$ cat config.mk
export PLATFORM = sky130hd
export DESIGN_NAME = tphts_queue
export DESIGN_NICKNAME = d
export VERILOG_FILES = /design/src/tphts_pkg.sv /design/src/tphts_queue.sv
export SDC_FILE = /design/constraint.sdc
export NUM_CORES = 1
export LEC_CHECK = 0
export BUFFER_PORTS_ARGS = -buffer_cell sky130_fd_sc_hd__buf_4
export CORE_UTILIZATION = 35
export CTS_CLUSTER_DIAMETER = 200
export DETAILED_ROUTE_END_ITERATION = 6
export GPL_ROUTABILITY_DRIVEN = 0
export PLACE_DENSITY = 0.5
export SYNTH_ARGS = -nofsm -noshare
export SYNTH_HDL_FRONTEND = slang
export SYNTH_SLANG_ARGS = --single-unit
$ cat constraint.sdc
create_clock -name clk -period 2.4 [get_ports clk]
set_input_delay 0.72 -clock clk [delete_from_list [all_inputs] [get_ports clk]]
set_output_delay 0.72 -clock clk [all_outputs]
set_load 0.02 [all_outputs]
$ cat src/tphts_pkg.sv
`default_nettype none

package tphts_pkg;

    // Patch geometry and table size
    localparam int TOWER_SLOTS = 16;
    localparam int TABLE_DEPTH = 4096;
    localparam int TBL_AW      = $clog2(TABLE_DEPTH);

    // Decoupling queue between front and back
    localparam int QUEUE_DEPTH = 4;
    localparam int QPTR_W      = $clog2(QUEUE_DEPTH);

    // Field widths
    localparam int SLOT_W   = 4;
    localparam int ADC_W    = 12;
    localparam int ADDR_W   = 12;
    localparam int TDATA_W  = 6;
    localparam int DELTA_W  = 10;
    localparam int SUM_W    = 14;
    localparam int HT_W     = 11;
    localparam int PV_W     = 6;
    localparam int PACKED_W = 12;
    localparam int S_TDATA_W = 40;
    localparam int M_TDATA_W = 32;
    localparam int CFG_IDX_W = 3;
    localparam int CFG_DAT_W = 64;

    // Saturation limits of the running sum and the largest table index
    localparam logic signed [SUM_W:0]   SUM_MAX = (SUM_W + 1)'(8191);
    localparam logic signed [SUM_W:0]   SUM_MIN = -(SUM_W + 1)'(8192);
    localparam logic signed [SUM_W-1:0] IDX_MAX = SUM_W'(TABLE_DEPTH - 1);

    // Item kinds (tuser)
    localparam logic KIND_SAMPLE      = 1'b0;
    localparam logic KIND_TABLE_WRITE = 1'b1;

    // Register indexes
    localparam logic [CFG_IDX_W-1:0] REG_PEDESTAL_VALUES   = 3'd0;
    localparam logic [CFG_IDX_W-1:0] REG_PEDESTAL_SUB_MASK = 3'd1;
    localparam logic [CFG_IDX_W-1:0] REG_TOWER_ENABLE_MASK = 3'd2;
    localparam logic [CFG_IDX_W-1:0] REG_BIT_CONV_MODE     = 3'd3;
    localparam logic [CFG_IDX_W-1:0] REG_HIGH_TOWER_EN     = 3'd4;
    localparam logic [CFG_IDX_W-1:0] REG_PATCH_SUM_EN      = 3'd5;

    typedef struct packed {
        logic [63:0] pedestal_values;
        logic [15:0] pedestal_subtract_mask;
        logic [15:0] tower_enable_mask;
        logic [2:0]  bit_conversion_mode;
        logic        high_tower_enable;
        logic        patch_sum_enable;
    } cfg_t;

    // One classified item waiting for the back end
    typedef struct packed {
        logic                      kind;
        logic                      last;
        logic                      tower_ok;
        logic signed [DELTA_W-1:0] delta;
        logic [HT_W-1:0]           val;
        logic                      addr_ok;
        logic [ADDR_W-1:0]         table_address;
        logic [TDATA_W-1:0]        table_data;
    } qentry_t;

endpackage

`default_nettype wire

$ cat src/tphts_queue.sv
`default_nettype none

module tphts_queue
(
    input  wire logic               clk,
    input  wire logic               rst_n,
    input  wire logic               push,
    input  wire tphts_pkg::qentry_t push_data,
    output logic                    ready,
    input  wire logic               pop,
    output logic                    head_valid,
    output tphts_pkg::qentry_t      head
);

    tphts_pkg::qentry_t                  entries [tphts_pkg::QUEUE_DEPTH];
    logic [tphts_pkg::QPTR_W-1:0]        wr_ptr_reg;
    logic [tphts_pkg::QPTR_W-1:0]        rd_ptr_reg;
    logic [tphts_pkg::QPTR_W:0]          count_reg;
    logic [tphts_pkg::QPTR_W:0]          count_next;

    assign ready      = (count_reg != (tphts_pkg::QPTR_W + 1)'(tphts_pkg::QUEUE_DEPTH));
    assign head_valid = (count_reg != '0);
    assign head       = entries[rd_ptr_reg];

    always_comb
    begin
        count_next = count_reg;
        if (push && !pop)
        begin
            count_next = count_reg + 1'b1;
        end
        else if (pop && !push)
        begin
            count_next = count_reg - 1'b1;
        end
    end

    // Advance pointers and count
    always_ff @(posedge clk or negedge rst_n)
    begin
        if (!rst_n)
        begin
            wr_ptr_reg <= '0;
            rd_ptr_reg <= '0;
            count_reg  <= '0;
        end
        else
        begin
            count_reg <= count_next;
            if (push)
            begin
                wr_ptr_reg <= wr_ptr_reg + 1'b1;
            end
            if (pop)
            begin
                rd_ptr_reg <= rd_ptr_reg + 1'b1;
            end
        end
    end

    // Store item payload
    always_ff @(posedge clk)
    begin
        if (push)
        begin
            entries[wr_ptr_reg] <= push_data;
        end
    end

endmodule

`default_nettype wire

==> key figures <==
Worst setup path
  – Setup crit start kind: register
  – WP data arrival: 1.83 ns
  – Worst Path Max Fanout: 4
  – Crit path kind: register to output pin
  – Crit. End Element: output pin
  – Critical Path RT: about 1.7 ns

Timing
  – Minimum clock period: approximately 2.5 ns
  – Setup_tns: -5.21 ns
  – Max-slew headroom: 75.3%
  – Final hold vios: 0
  – Worst-margin pin slew: around 0.37 ns
  – RSZ-0062 raised after global routing: yes
  – Max frequency: roughly 0.39 GHz
  – Setup slack after layout: -0.148 ns
  – Clk_skew: roughly 0.0078 ns
  – Period utilization: 106%
  – # setup viols final: 43
  – Slew Viols, Final: 0

Synth
  – Mapped Area: between 6000 and 7000 µm²
  – Synth Instances: 260
  – Synthesized flop and latch total: roughly 180
  – Netlist cell types: 18
  – Syn Area/Cell: approximately 26 µm²
  – Synth cell count leaders: edfxtp_1 (172), mux4_2 (38), dfrtp_1 (7)
  – Most frequent cell after synthesis: edfxtp_1
  – Sequential-to-total area share from yosys stat: 80.2%
  – Net Count, Synth: around 310
  – Synth async-reset ratio: 3.91%
  – Top area cells in the synthesized netlist: edfxtp_1 (78%), mux4_2 (13%), dfrtp_1 (2.6%), mux4_1 (2.0%), buf_12 (1.2%)
  – EDFF count, synth: about 170
  – Area share of the largest cell type after synthesis: 77.6%
  – Cell taking the most area after synthesis: edfxtp_1
  – Synth warn: 0
  – Main synth FF type: edfxtp_1

Outcome
  – Status: finished, violations left
  – Failing checks: negative setup slack

Drt
  – Final antenna-violating net count: 0
  – DR vias/cell: ~4.7
  – Drt drc: 0
  – Drt first pass iters: 4
  – Routed WL: between 10000 and 15000 µm
  – Vias: about 3000
  – Avg WL per Cell: 19.6 µm
  – Initial drt markers: roughly 160

Hold path
  – Hold Path Class: input pin to async pin

Pwr
  – PD cells: around 1300 nW/µm²
  – Max IR drop VDD: a little under 700 µV
  – Leak: around 3.0 nW

Clocking
  – H-tree depth: 4
  – Root Buffer Master: clkbuf_16
  – CTS max path bufs: 2
  – # clock sinks: 179
  – Reg clk slew, reported paths: approximately 0.070 ns
  – Clock Latency Late Sink: ~0.42 ns
  – CTS tree: done
  – Hold_buf cts: 0
  – Num CTS Buffers: 17

Finish
  – NumNets Final: roughly 440
  – Layout cell share with drive strength beyond 1: 49.0%
  – Antenna cells: 0
  – Fillers: ~1600
  – Number of flip-flops in the largest register: between 150 and 200
  – Area delta synth->final: 29.2%
  – Post-Layout Cell Count: 630

Die
  – # rows: 50
  – Total core area: roughly 19000 µm²
  – Die X: roughly 140 µm
  – Die Area: slightly below 20000 µm²
  – # IOs: a little over 90
  – Effective utilization at floorplan: 35.6%
  – Die height: 140 µm

GRT
  – First-pass GRT wire length: between 15000 and 20000 µm
  – Initial antenna violation count: 0
  – Gr ovfl total: 0
  – Largest net degree at the start of global routing: 31
  – Gr usage total: a little over an eighth
  – Vias in the first global route: roughly 3300

Flow run
  – Max_cap viols: 0

Placement
  – Pre-CTS WS: between 0.15 and 0.2 ns
  – DP HPWL: 7310 µm
  – Cells after DPL: about 600
  – Port Buffer Count: 91
-- worst max-delay path, cell delays in order (launching register included) --
cell and delay (ns):
dfrtp_4 0.42, buf_4 0.17, buf_4 0.12, mux4_1 0.55, buf_6 0.16
-- power by group --
group | internal (mW) | switching (mW)
combinational | 2.17 | 2.05
clock | 1.75 | 1.15
sequential | 4.10 | 0.162
-- cell families (layout without fill, tap and decap cells) --
family | count (synthesis) | after routing | synth area share, %
xor gates and xnor gates | 6 | 6 | 0.789
AOI/OAI and AO/OA | 1 | 1 | 0.0751
DFF | 179 | 179 | 80.2
adders and majority gates | 6 | 6 | 1.24
muxes | 44 | 44 | 15.0
and+or+nand+nor | 10 | 10 | 0.751
buffers and inverters | 14 | 150 | 1.97
-- layout make-up --
cell class	count	area [µm²]	area share (%)
Clock inverter	15	204	2.37
Multi-Input combinational cell	67	1180	13.7
Tap cell	234	293	3.40
Timing Repair Buffer	114	1140	13.3
Sequential cell	179	5350	62.1
Clock buffer	17	425	4.94
Inverter	4	15.0	0.174
-- worst paths after layout --
kind / from / to / slack, ns / cells past startpoint
max reg2reg: wr_ptr_reg[1] / entries[1][31] / 0.92 / 4
max: rd_ptr_reg[0] / head[30] / -0.15 / 4
min in group clk: push_data[18] / entries[1][18] / 0.50 / 1
min reg2reg: count_reg[2] / count_reg[2] / 0.51 / 1
min: rst_n / count_reg[0] / 0.10 / 1
max in group asynchronous: rst_n / rd_ptr_reg[0] / 2.15 / 1
-- placed cells by master, fill, tap and decap left out, drive strengths merged --
cell	synthesis	final
clkbuf	0	20
inv	4	7
clkinvlp	0	2
clkinv	0	6
mux2	1	1
nor2	2	2
o21ai	1	1
nand2	3	3
bufinv	0	4
xnor2	2	2
xor2	4	4
buf	10	111
dfrtp	7	7
edfxtp	172	172
or3	1	1
and2	4	4
ha	5	5
mux4	43	43
fa	1	1
-- per-stage QoR --
stage                     total power [mW]  hold WS [ns]  utilization, %  instance area, µm²
final                                 11.4         0.103            46.0                8610
after global routing                  11.9        0.0856            46.0                8610
after CTS                             11.3        0.0880            45.4                8480
after detailed placement              7.98         0.505            41.1                7690
after global placement                7.95         0.475            41.1                7690
after floorplan                       6.60         0.424               -                6660
-- routing by layer --
metal	GRT usage (%)	vias up	part of all wire [%]
met1	16.1	1548	43
met3	4.31	14	4.6
met2	22.3	71	51
li1	-	1343	-
met5	0	-	0
met4	5.15	0	1.3
-- timing repair --
| action | in CTS | in global routing |
|---|---|---|
| setup buffers | 5 | 2 |
| setup endpoints to repair | 43 | 43 |
| endpoints found under the hold margin | 0 | 0 |
| gates cloned | 0 | 3 |
| gates resized for setup | 36 | 11 |
Note: power is estimated with default switching activity, not from simulation.
