===== config.mk =====
export PLATFORM = sky130hd
export DESIGN_NAME = tphts_front
export DESIGN_NICKNAME = d
export VERILOG_FILES = /design/src/tphts_pkg.sv /design/src/tphts_front.sv
export SDC_FILE = /design/constraint.sdc
export NUM_CORES = 1
export LEC_CHECK = 0
export BUFFER_PORTS_ARGS = -buffer_cell sky130_fd_sc_hd__buf_2
export CORE_MARGIN = 5
export CORE_UTILIZATION = 36
export DETAILED_ROUTE_END_ITERATION = 8
export GPL_TIMING_DRIVEN = 0
export PLACE_DENSITY = 0.91
export RECOVER_POWER = 100
export SYNTH_ARGS = -nofsm -noshare
export SYNTH_HDL_FRONTEND = slang
export SYNTH_SLANG_ARGS = --single-unit
export TNS_END_PERCENT = 30

===== constraint.sdc =====
create_clock -name vclk -period 5.9
set_input_delay 1.18 -clock vclk [all_inputs]
set_output_delay 1.18 -clock vclk [all_outputs]
set_load 0.01 [all_outputs]

===== src/tphts_pkg.sv =====
`default_nettype none

package tphts_pkg;

    // Patch geometry and table size
    localparam int TOWER_SLOTS = 16;
    localparam int TABLE_DEPTH = 4096;
    localparam int TBL_AW      = $clog2(TABLE_DEPTH);

    // Decoupling queue between front and back
    localparam int QUEUE_DEPTH = 4;
    localparam int QPTR_W      = $clog2(QUEUE_DEPTH);

    // Field widths
    localparam int SLOT_W   = 4;
    localparam int ADC_W    = 12;
    localparam int ADDR_W   = 12;
    localparam int TDATA_W  = 6;
    localparam int DELTA_W  = 10;
    localparam int SUM_W    = 14;
    localparam int HT_W     = 11;
    localparam int PV_W     = 6;
    localparam int PACKED_W = 12;
    localparam int S_TDATA_W = 40;
    localparam int M_TDATA_W = 32;
    localparam int CFG_IDX_W = 3;
    localparam int CFG_DAT_W = 64;

    // Saturation limits of the running sum and the largest table index
    localparam logic signed [SUM_W:0]   SUM_MAX = (SUM_W + 1)'(8191);
    localparam logic signed [SUM_W:0]   SUM_MIN = -(SUM_W + 1)'(8192);
    localparam logic signed [SUM_W-1:0] IDX_MAX = SUM_W'(TABLE_DEPTH - 1);

    // Item kinds (tuser)
    localparam logic KIND_SAMPLE      = 1'b0;
    localparam logic KIND_TABLE_WRITE = 1'b1;

    // Register indexes
    localparam logic [CFG_IDX_W-1:0] REG_PEDESTAL_VALUES   = 3'd0;
    localparam logic [CFG_IDX_W-1:0] REG_PEDESTAL_SUB_MASK = 3'd1;
    localparam logic [CFG_IDX_W-1:0] REG_TOWER_ENABLE_MASK = 3'd2;
    localparam logic [CFG_IDX_W-1:0] REG_BIT_CONV_MODE     = 3'd3;
    localparam logic [CFG_IDX_W-1:0] REG_HIGH_TOWER_EN     = 3'd4;
    localparam logic [CFG_IDX_W-1:0] REG_PATCH_SUM_EN      = 3'd5;

    typedef struct packed {
        logic [63:0] pedestal_values;
        logic [15:0] pedestal_subtract_mask;
        logic [15:0] tower_enable_mask;
        logic [2:0]  bit_conversion_mode;
        logic        high_tower_enable;
        logic        patch_sum_enable;
    } cfg_t;

    // One classified item waiting for the back end
    typedef struct packed {
        logic                      kind;
        logic                      last;
        logic                      tower_ok;
        logic signed [DELTA_W-1:0] delta;
        logic [HT_W-1:0]           val;
        logic                      addr_ok;
        logic [ADDR_W-1:0]         table_address;
        logic [TDATA_W-1:0]        table_data;
    } qentry_t;

endpackage

`default_nettype wire


===== src/tphts_front.sv =====
`default_nettype none

module tphts_front
(
    input  wire tphts_pkg::cfg_t                  cfg,
    input  wire logic                             in_kind,
    input  wire logic [tphts_pkg::SLOT_W-1:0]     in_slot,
    input  wire logic [tphts_pkg::ADC_W-1:0]      in_adc_raw,
    input  wire logic                             in_last,
    input  wire logic [tphts_pkg::ADDR_W-1:0]     in_table_address,
    input  wire logic [tphts_pkg::TDATA_W-1:0]    in_table_data,
    output tphts_pkg::qentry_t                    entry
);

    logic                          slot_ok;
    logic [3:0]                    ped;
    logic signed [11:0]            base;
    logic signed [11:0]            v;
    logic signed [11:0]            v_q;
    logic signed [11:0]            v_d;
    logic                          q_ovf;

    // Pick this slot's pedestal and form the corrected value
    assign slot_ok = ({1'b0, in_slot} < 5'(tphts_pkg::TOWER_SLOTS));
    assign ped     = cfg.pedestal_values[{in_slot, 2'b00} +: 4];
    assign base    = $signed({2'b00, in_adc_raw[11:2]});
    assign v       = cfg.pedestal_subtract_mask[in_slot] ? (base - $signed({8'b0, ped}))
                                                         : (base + $signed({8'b0, ped}));

    // Sum contribution and compressed candidate
    assign v_d   = v >>> 2;
    assign v_q   = v >>> cfg.bit_conversion_mode;
    assign q_ovf = (v_q[11:5] != 7'b0);

    always_comb
    begin
        entry               = '0;
        entry.kind          = in_kind;
        entry.last          = in_last;
        entry.tower_ok      = slot_ok && cfg.tower_enable_mask[in_slot];
        entry.delta         = v_d[tphts_pkg::DELTA_W-1:0];
        entry.addr_ok       = ({1'b0, in_table_address} < 13'(tphts_pkg::TABLE_DEPTH));
        entry.table_address = in_table_address;
        entry.table_data    = in_table_data;
        if (cfg.bit_conversion_mode != 3'd0)
        begin
            entry.val = {5'b0, q_ovf, v_q[4:0]};
        end
        else if (v > 12'sd0)
        begin
            entry.val = v[tphts_pkg::HT_W-1:0];
        end
        else
        begin
            entry.val = '0;
        end
    end

endmodule

`default_nettype wire


==> results.py, run 1 <==
metrics = {
    "placed_design": {
        "gp_congestion": 0.925,
        "placement.io_buffers": 151,
        "hpwl_um": 6750,
        "dpl_cell_area_um2": 2900,
    },
    "logic_synthesis": {
        "ys_types": 56,
        "syn_area_per_cell_um2": 9.08,
        "yosysWarnings": 0,
        "post_synth_inst_count": 224,
        "netlist_area_um2": 2030,
        "synth_area_leaders": "mux4_2 (35%), buf_4 (7.7%), ha_1 (5.5%)",
        "yosys.cell_count.top_type": "mux4_2",
        "synth_top_area_share_pct": 35.4,
        "synth_nets": 372,
        "synth_area_leader_cell": "mux4_2",
        "synth_seq_area_share_pct": 0,
        "synth_commonest_cells": "mux4_2 (32), buf_4 (21), nand2_1 (16)",
    },
    "final_layout": {
        "drive_gt1_share_pct": 65.2,
        "area_delta_synth_final_pct": 63.5,
        "multi_input_area_um2": 1990,
        "num_antenna_cells": 0,
        "clkbuf_count": 0,
        "fin_area_um2": 3330,
        "fin_nets": 544,
        "fillCellCount": 489,
        "seq_cell_count": 0,
        "regArea_um2": 0,
    },
    "power_and_ir_drop": {
        "seqPwrFrac_pct": 0,
        "p_comb_share_pct": 100.0,
        "switching_share_pct": 49.6,
        "power.share.clock_pct": 0,
        "leakage_nw": 1.53,
        "p_total_mw": 0.395,
        "switchingPower_mw": 0.196,
        "p_per_area_nw_per_um2": 119,
        "intPower_mw": 0.199,
        "vdd_drop_max_mv": 0.0443,
    },
    "min_path": {
        "worstHoldStart": "in_table_address[3]",
        "hold_class": "in -> out",
    },
    "timing": {
        "min_period_over_period_pct": 100,
        "relSlewSlack_pct": 65.9,
        "slew_violations": 0,
        "finalSetupViolCount": 2,
        "period_needed_ns": 5.93,
        "fin_ws_ns": -0.0260,
        "grt_setup_unrepaired": "true",
        "clock.fmax_ghz": 0.169,
        "hold_viol": 0,
        "worst_pin_slew_ns": 0.498,
        "whs_ns": 2.57,
    },
    "setup_path": {
        "startpoint": "in_slot[0]",
        "cp.arrival_ns": 4.75,
        "worstPathRequired_ns": 4.72,
        "startpoint_type": "primary input",
        "cp_max_fo": 6,
        "end_kind": "output pin",
        "worstSetupPathType": "in -> out",
    },
    "floorplanning": {
        "die_w_um": 85.2,
        "die_h_um": 85.2,
        "die-area_um2": 7250,
        "ioPinCount": 180,
        "initial_core_util_pct": 36.9,
        "rows": 27,
        "fp.coreArea_um2": 5510,
    },
    "route": {
        "vias": 2582,
        "wl_per_cell_um": 17.6,
        "drt_iter0_drc": 176,
        "wl_um": 8220,
        "viasPerCell": 5.54,
        "drc_errors": 0,
        "drtAntennaViolNets": 0,
        "drt-pass1-iter-count": 4,
    },
    "clocking": {
        "hold_buffers": 0,
    },
    "global_route": {
        "grt_pass1_wl_um": 13600,
        "grt_usage_pct": 22.2,
        "grt_pass1_vias": 2812,
        "grt_start_max_net_pins": 11,
        "antenna_found_initial": 0,
        "grt_overflow": 0,
    },
    "outcome": {
        "violations": "negative setup slack",
        "status": "finished with violations",
    },
    "run": {
        "cap_violations": 0,
    },
}
path summary, 6_finish.rpt:
path | to | cells past startpoint
max | entry[24] | 17
min | entry[9] | 2
cell type report:
type,instances,share of cell area [%]
Buffer,33,8.42
Inverter,16,1.88
Multi-Input combinational cell,174,59.9
Tap cell,72,2.71
Timing Repair Buffer,171,27.1
power groups by stage:
stage          logic (mW)  registers, mW  clock network (mW)
6_report            0.395              0                   0
5_1_grt             0.426              0                   0
4_1_cts             0.377              0                   0
3_5_place_dp        0.321              0                   0
3_3_place_gp        0.313              0                   0
2_1_floorplan       0.210              0                   0
through the flow:
step / util [%] / std cells / setup WS (ns) / setup TNS, ns
3_5_place_dp: 52.6 / 447 / -0.573 / -2.94
4_1_cts: 59.2 / 461 / 0.00316 / 0
5_1_grt: 60.4 / 466 / -0.159 / -0.653
3_3_place_gp: 52.6 / 447 / -0.427 / -2.19
6_report: 60.4 / 466 / -0.0260 / -0.0334
2_1_floorplan: - / 224 / 0.0320 / 0
metal layers:
layer | up-vias | wire length [µm] | track usage (%)
li1 | 1195 | - | -
met1 | 1217 | 2870 | 25.5
met2 | 146 | 4420 | 42.4
met3 | 24 | 688 | 3.01
met4 | 0 | 242 | 5.90
met5 | - | 0 | 0
repair_timing:
action                                  CTS  global route
endpoints found under the setup margin    6             6
gates resized for setup                  53            16
gates cloned                              1             0
setup buffers                            14             5
pin swaps                                11            10
logic make-up (layout without fill, tap and decap cells):
family	after synthesis	count (layout)	share of synthesized area, %
AOI/OAI and AO/OA	54	54	20.0
xor gates and xnor gates	8	8	4.18
adders and majority gates	11	11	7.50
buffers and inverters	50	220	13.9
muxes	40	40	39.4
other	1	1	0.184
and+or+nand+nor	60	60	14.8
placed cells by master, fill, tap and decap left out, types with 2 or more instances in the layout:
master    synthesis  layout
buf_2             1     130
buf_4            21      41
mux4_2           32      32
clkbuf_1          8      26
nand2_1          16      16
nor2_1           13      12
a21oi_1          12      11
inv_2             3       8
mux2i_1           7       7
inv_1            12       6
ha_4              0       6
xnor2_1           5       4
nor3_1            6       4
nand2b_1          4       4
buf_6             2       3
o21a_1            3       3
and2_1            4       3
a211oi_1          5       3
a21o_1            3       3
o211ai_1          3       3
a221o_1           3       3
buf_12            0       2
o21ai_4           0       2
or4_4             0       2
a31oi_1           2       2
xor2_2            2       2
or3_1             3       2
a211oi_2          0       2
o21bai_1          2       2
nor2b_1           4       2
nand4b_1          2       2
a21boi_2          0       2
fa_2              0       2
ha_1              9       2
worst max-delay path, stage by stage:
cell	delay (ns)
clkbuf_16	0.13
buf_12	0.12
mux4_2	0.50
mux4_2	0.55
ha_4	0.21
inv_2	0.06
fa_2	0.21
a21o_1	0.14
and2_4	0.17
nor3_4	0.05
a21oi_2	0.17
xor2_2	0.19
inv_2	0.08
mux4_2	0.52
a221oi_4	0.23
a211oi_2	0.10
buf_2	0.14
Note: power is estimated with default switching activity, not from simulation.
==> run 2: changes to the inputs <==
--- a/config.mk
+++ b/config.mk
@@ -11,7 +11,6 @@
 export DETAILED_ROUTE_END_ITERATION = 8
 export GPL_TIMING_DRIVEN = 0
 export PLACE_DENSITY = 0.91
-export RECOVER_POWER = 100
 export SYNTH_ARGS = -nofsm -noshare
 export SYNTH_HDL_FRONTEND = slang
 export SYNTH_SLANG_ARGS = --single-unit
==> run 2 against run 1 <==
  * The run still ends with negative setup slack left
  * Clock-buffer cell count did not move
  * Routed wire length barely moved
  * Worst setup slack got worse by 0.0027 ns
  * Hold slack got worse by 0.027 ns
  * Fmax barely moved
  * Global-route usage did not move
  * Via count rose by 0.74%
  * Combinational power rose by 2%
  * First-iteration DRC count fell by 1.7%
==> results.py, run 2 (synthesized netlist as in run 1, its figures left out) <==
metrics = {
    "placed_design": {
        "placement.io_buffers": 151,
        "dp_slack_ns": -0.573,
        "gp_congestion": 0.925,
        "dp.cells": 447,
        "hpwl_um": 6750,
    },
    "final_layout": {
        "regArea_um2": 0,
        "final_common_cell": "buf_2",
        "clkbuf_count": 0,
        "num_antenna_cells": 0,
        "seq_cell_count": 0,
        "fin_nets": 544,
        "layout_common_cells": "buf_2 (152), buf_4 (41), mux4_2 (32)",
        "area_delta_synth_final_pct": 65.8,
        "fillCellCount": 475,
        "layoutNonFillerInstCount": 466,
        "drive_gt1_share_pct": 71.6,
    },
    "timing": {
        "min_period_over_period_pct": 100,
        "clock.fmax_ghz": 0.169,
        "hold_viol": 0,
        "whs_ns": 2.54,
        "fin_setup_tns_ns": -0.0438,
        "grt_setup_unrepaired": "true",
        "finalSetupViolCount": 2,
        "period_needed_ns": 5.93,
        "worst_pin_slew_ns": 0.499,
        "fin_ws_ns": -0.0288,
        "slew_violations": 0,
        "relSlewSlack_pct": 65.9,
    },
    "route": {
        "vias": 2601,
        "wl_per_cell_um": 17.7,
        "drtAntennaViolNets": 0,
        "wl_um": 8230,
        "drt-pass1-iter-count": 4,
        "drt_iter0_drc": 173,
        "drc_errors": 0,
        "viasPerCell": 5.58,
    },
    "min_path": {
        "worstHoldStart": "in_table_address[3]",
        "whs_path_depth": 2,
        "holdPathEnd": "entry[9]",
        "hold_class": "in -> out",
    },
    "setup_path": {
        "worstPathRequired_ns": 4.72,
        "cp.arrival_ns": 4.75,
        "startpoint_type": "primary input",
        "worstSetupPathType": "in -> out",
        "cp_max_fo": 6,
        "end_kind": "output pin",
    },
    "global_route": {
        "grt_overflow": 0,
        "grt_start_max_net_pins": 11,
        "grt_pass1_wl_um": 13600,
        "antenna_found_initial": 0,
        "grt_usage_pct": 22.2,
        "grt_pass1_vias": 2812,
    },
    "floorplanning": {
        "initial_core_util_pct": 36.9,
        "die-area_um2": 7250,
        "rows": 27,
        "fp.coreArea_um2": 5510,
        "die_h_um": 85.2,
        "die_w_um": 85.2,
        "ioPinCount": 180,
    },
    "power_and_ir_drop": {
        "leakage_nw": 1.60,
        "vdd_drop_max_mv": 0.0450,
        "p_total_mw": 0.402,
        "p_per_area_nw_per_um2": 119,
    },
    "outcome": {
        "status": "finished with violations",
        "violations": "negative setup slack",
    },
    "run": {
        "cap_violations": 0,
    },
}
run 2: power breakdown:
group          leakage [nW]  internal [mW]  switching, mW
registers                 0              0              0
clock network             0              0              0
logic                  1.60          0.204          0.198
total                  1.60          0.204          0.198
run 2: cell type report:
cell class | count | area, µm² | share of cell area [%]
Inverter | 16 | 62.6 | 1.85
Timing Repair Buffer | 171 | 930 | 27.6
Multi-Input combinational cell | 174 | 2010 | 59.6
Tap cell | 72 | 90.1 | 2.67
Buffer | 33 | 280 | 8.31
run 2: how the worst max path moves through the flow:
stage	slack (ns)	endpoint	startpoint	cells past startpoint
floorplan	0.03	entry[22]	in_slot[0]	15
global placement	-0.43	entry[21]	in_slot[1]	15
detailed placement	-0.57	entry[21]	in_slot[1]	15
CTS	0.003	entry[24]	in_slot[0]	16
global route	-0.16	entry[24]	in_slot[0]	17
finish	-0.03	entry[24]	in_slot[0]	17
run 2: critical path: stages:
cell and delay, ns:
clkbuf_16 0.13, buf_12 0.12, mux4_2 0.50, mux4_2 0.55
ha_4 0.21, inv_2 0.06, fa_2 0.21, a21o_1 0.14
and2_4 0.17, nor3_4 0.05, a21oi_2 0.17, xor2_2 0.19
inv_2 0.08, mux4_2 0.52, a221oi_4 0.23, a211oi_2 0.10
buf_2 0.14
run 2: repair_timing:
item	in CTS	in global routing
setup endpoints to repair	6	6
hold buffers	0	0
pin swaps	11	10
resized for setup	53	16
cloned	1	0
buffers inserted	14	5
run 2: layer usage:
| metal | global-route usage, % | vias to the layer above | part of all wire (%) |
|---|---|---|---|
| met5 | 0 | - | 0 |
| met4 | 5.90 | 0 | 3.0 |
| met3 | 3.01 | 24 | 7.9 |
| met2 | 42.4 | 142 | 54 |
| met1 | 25.5 | 1240 | 35 |
| li1 | - | 1195 | - |
run 2: through the flow:
stage	area [µm²]	util, %
after floorplan	2050	-
after global placement	2900	52.6
after detailed placement	2900	52.6
after CTS	3260	59.2
after global routing	3370	61.3
final	3370	61.3
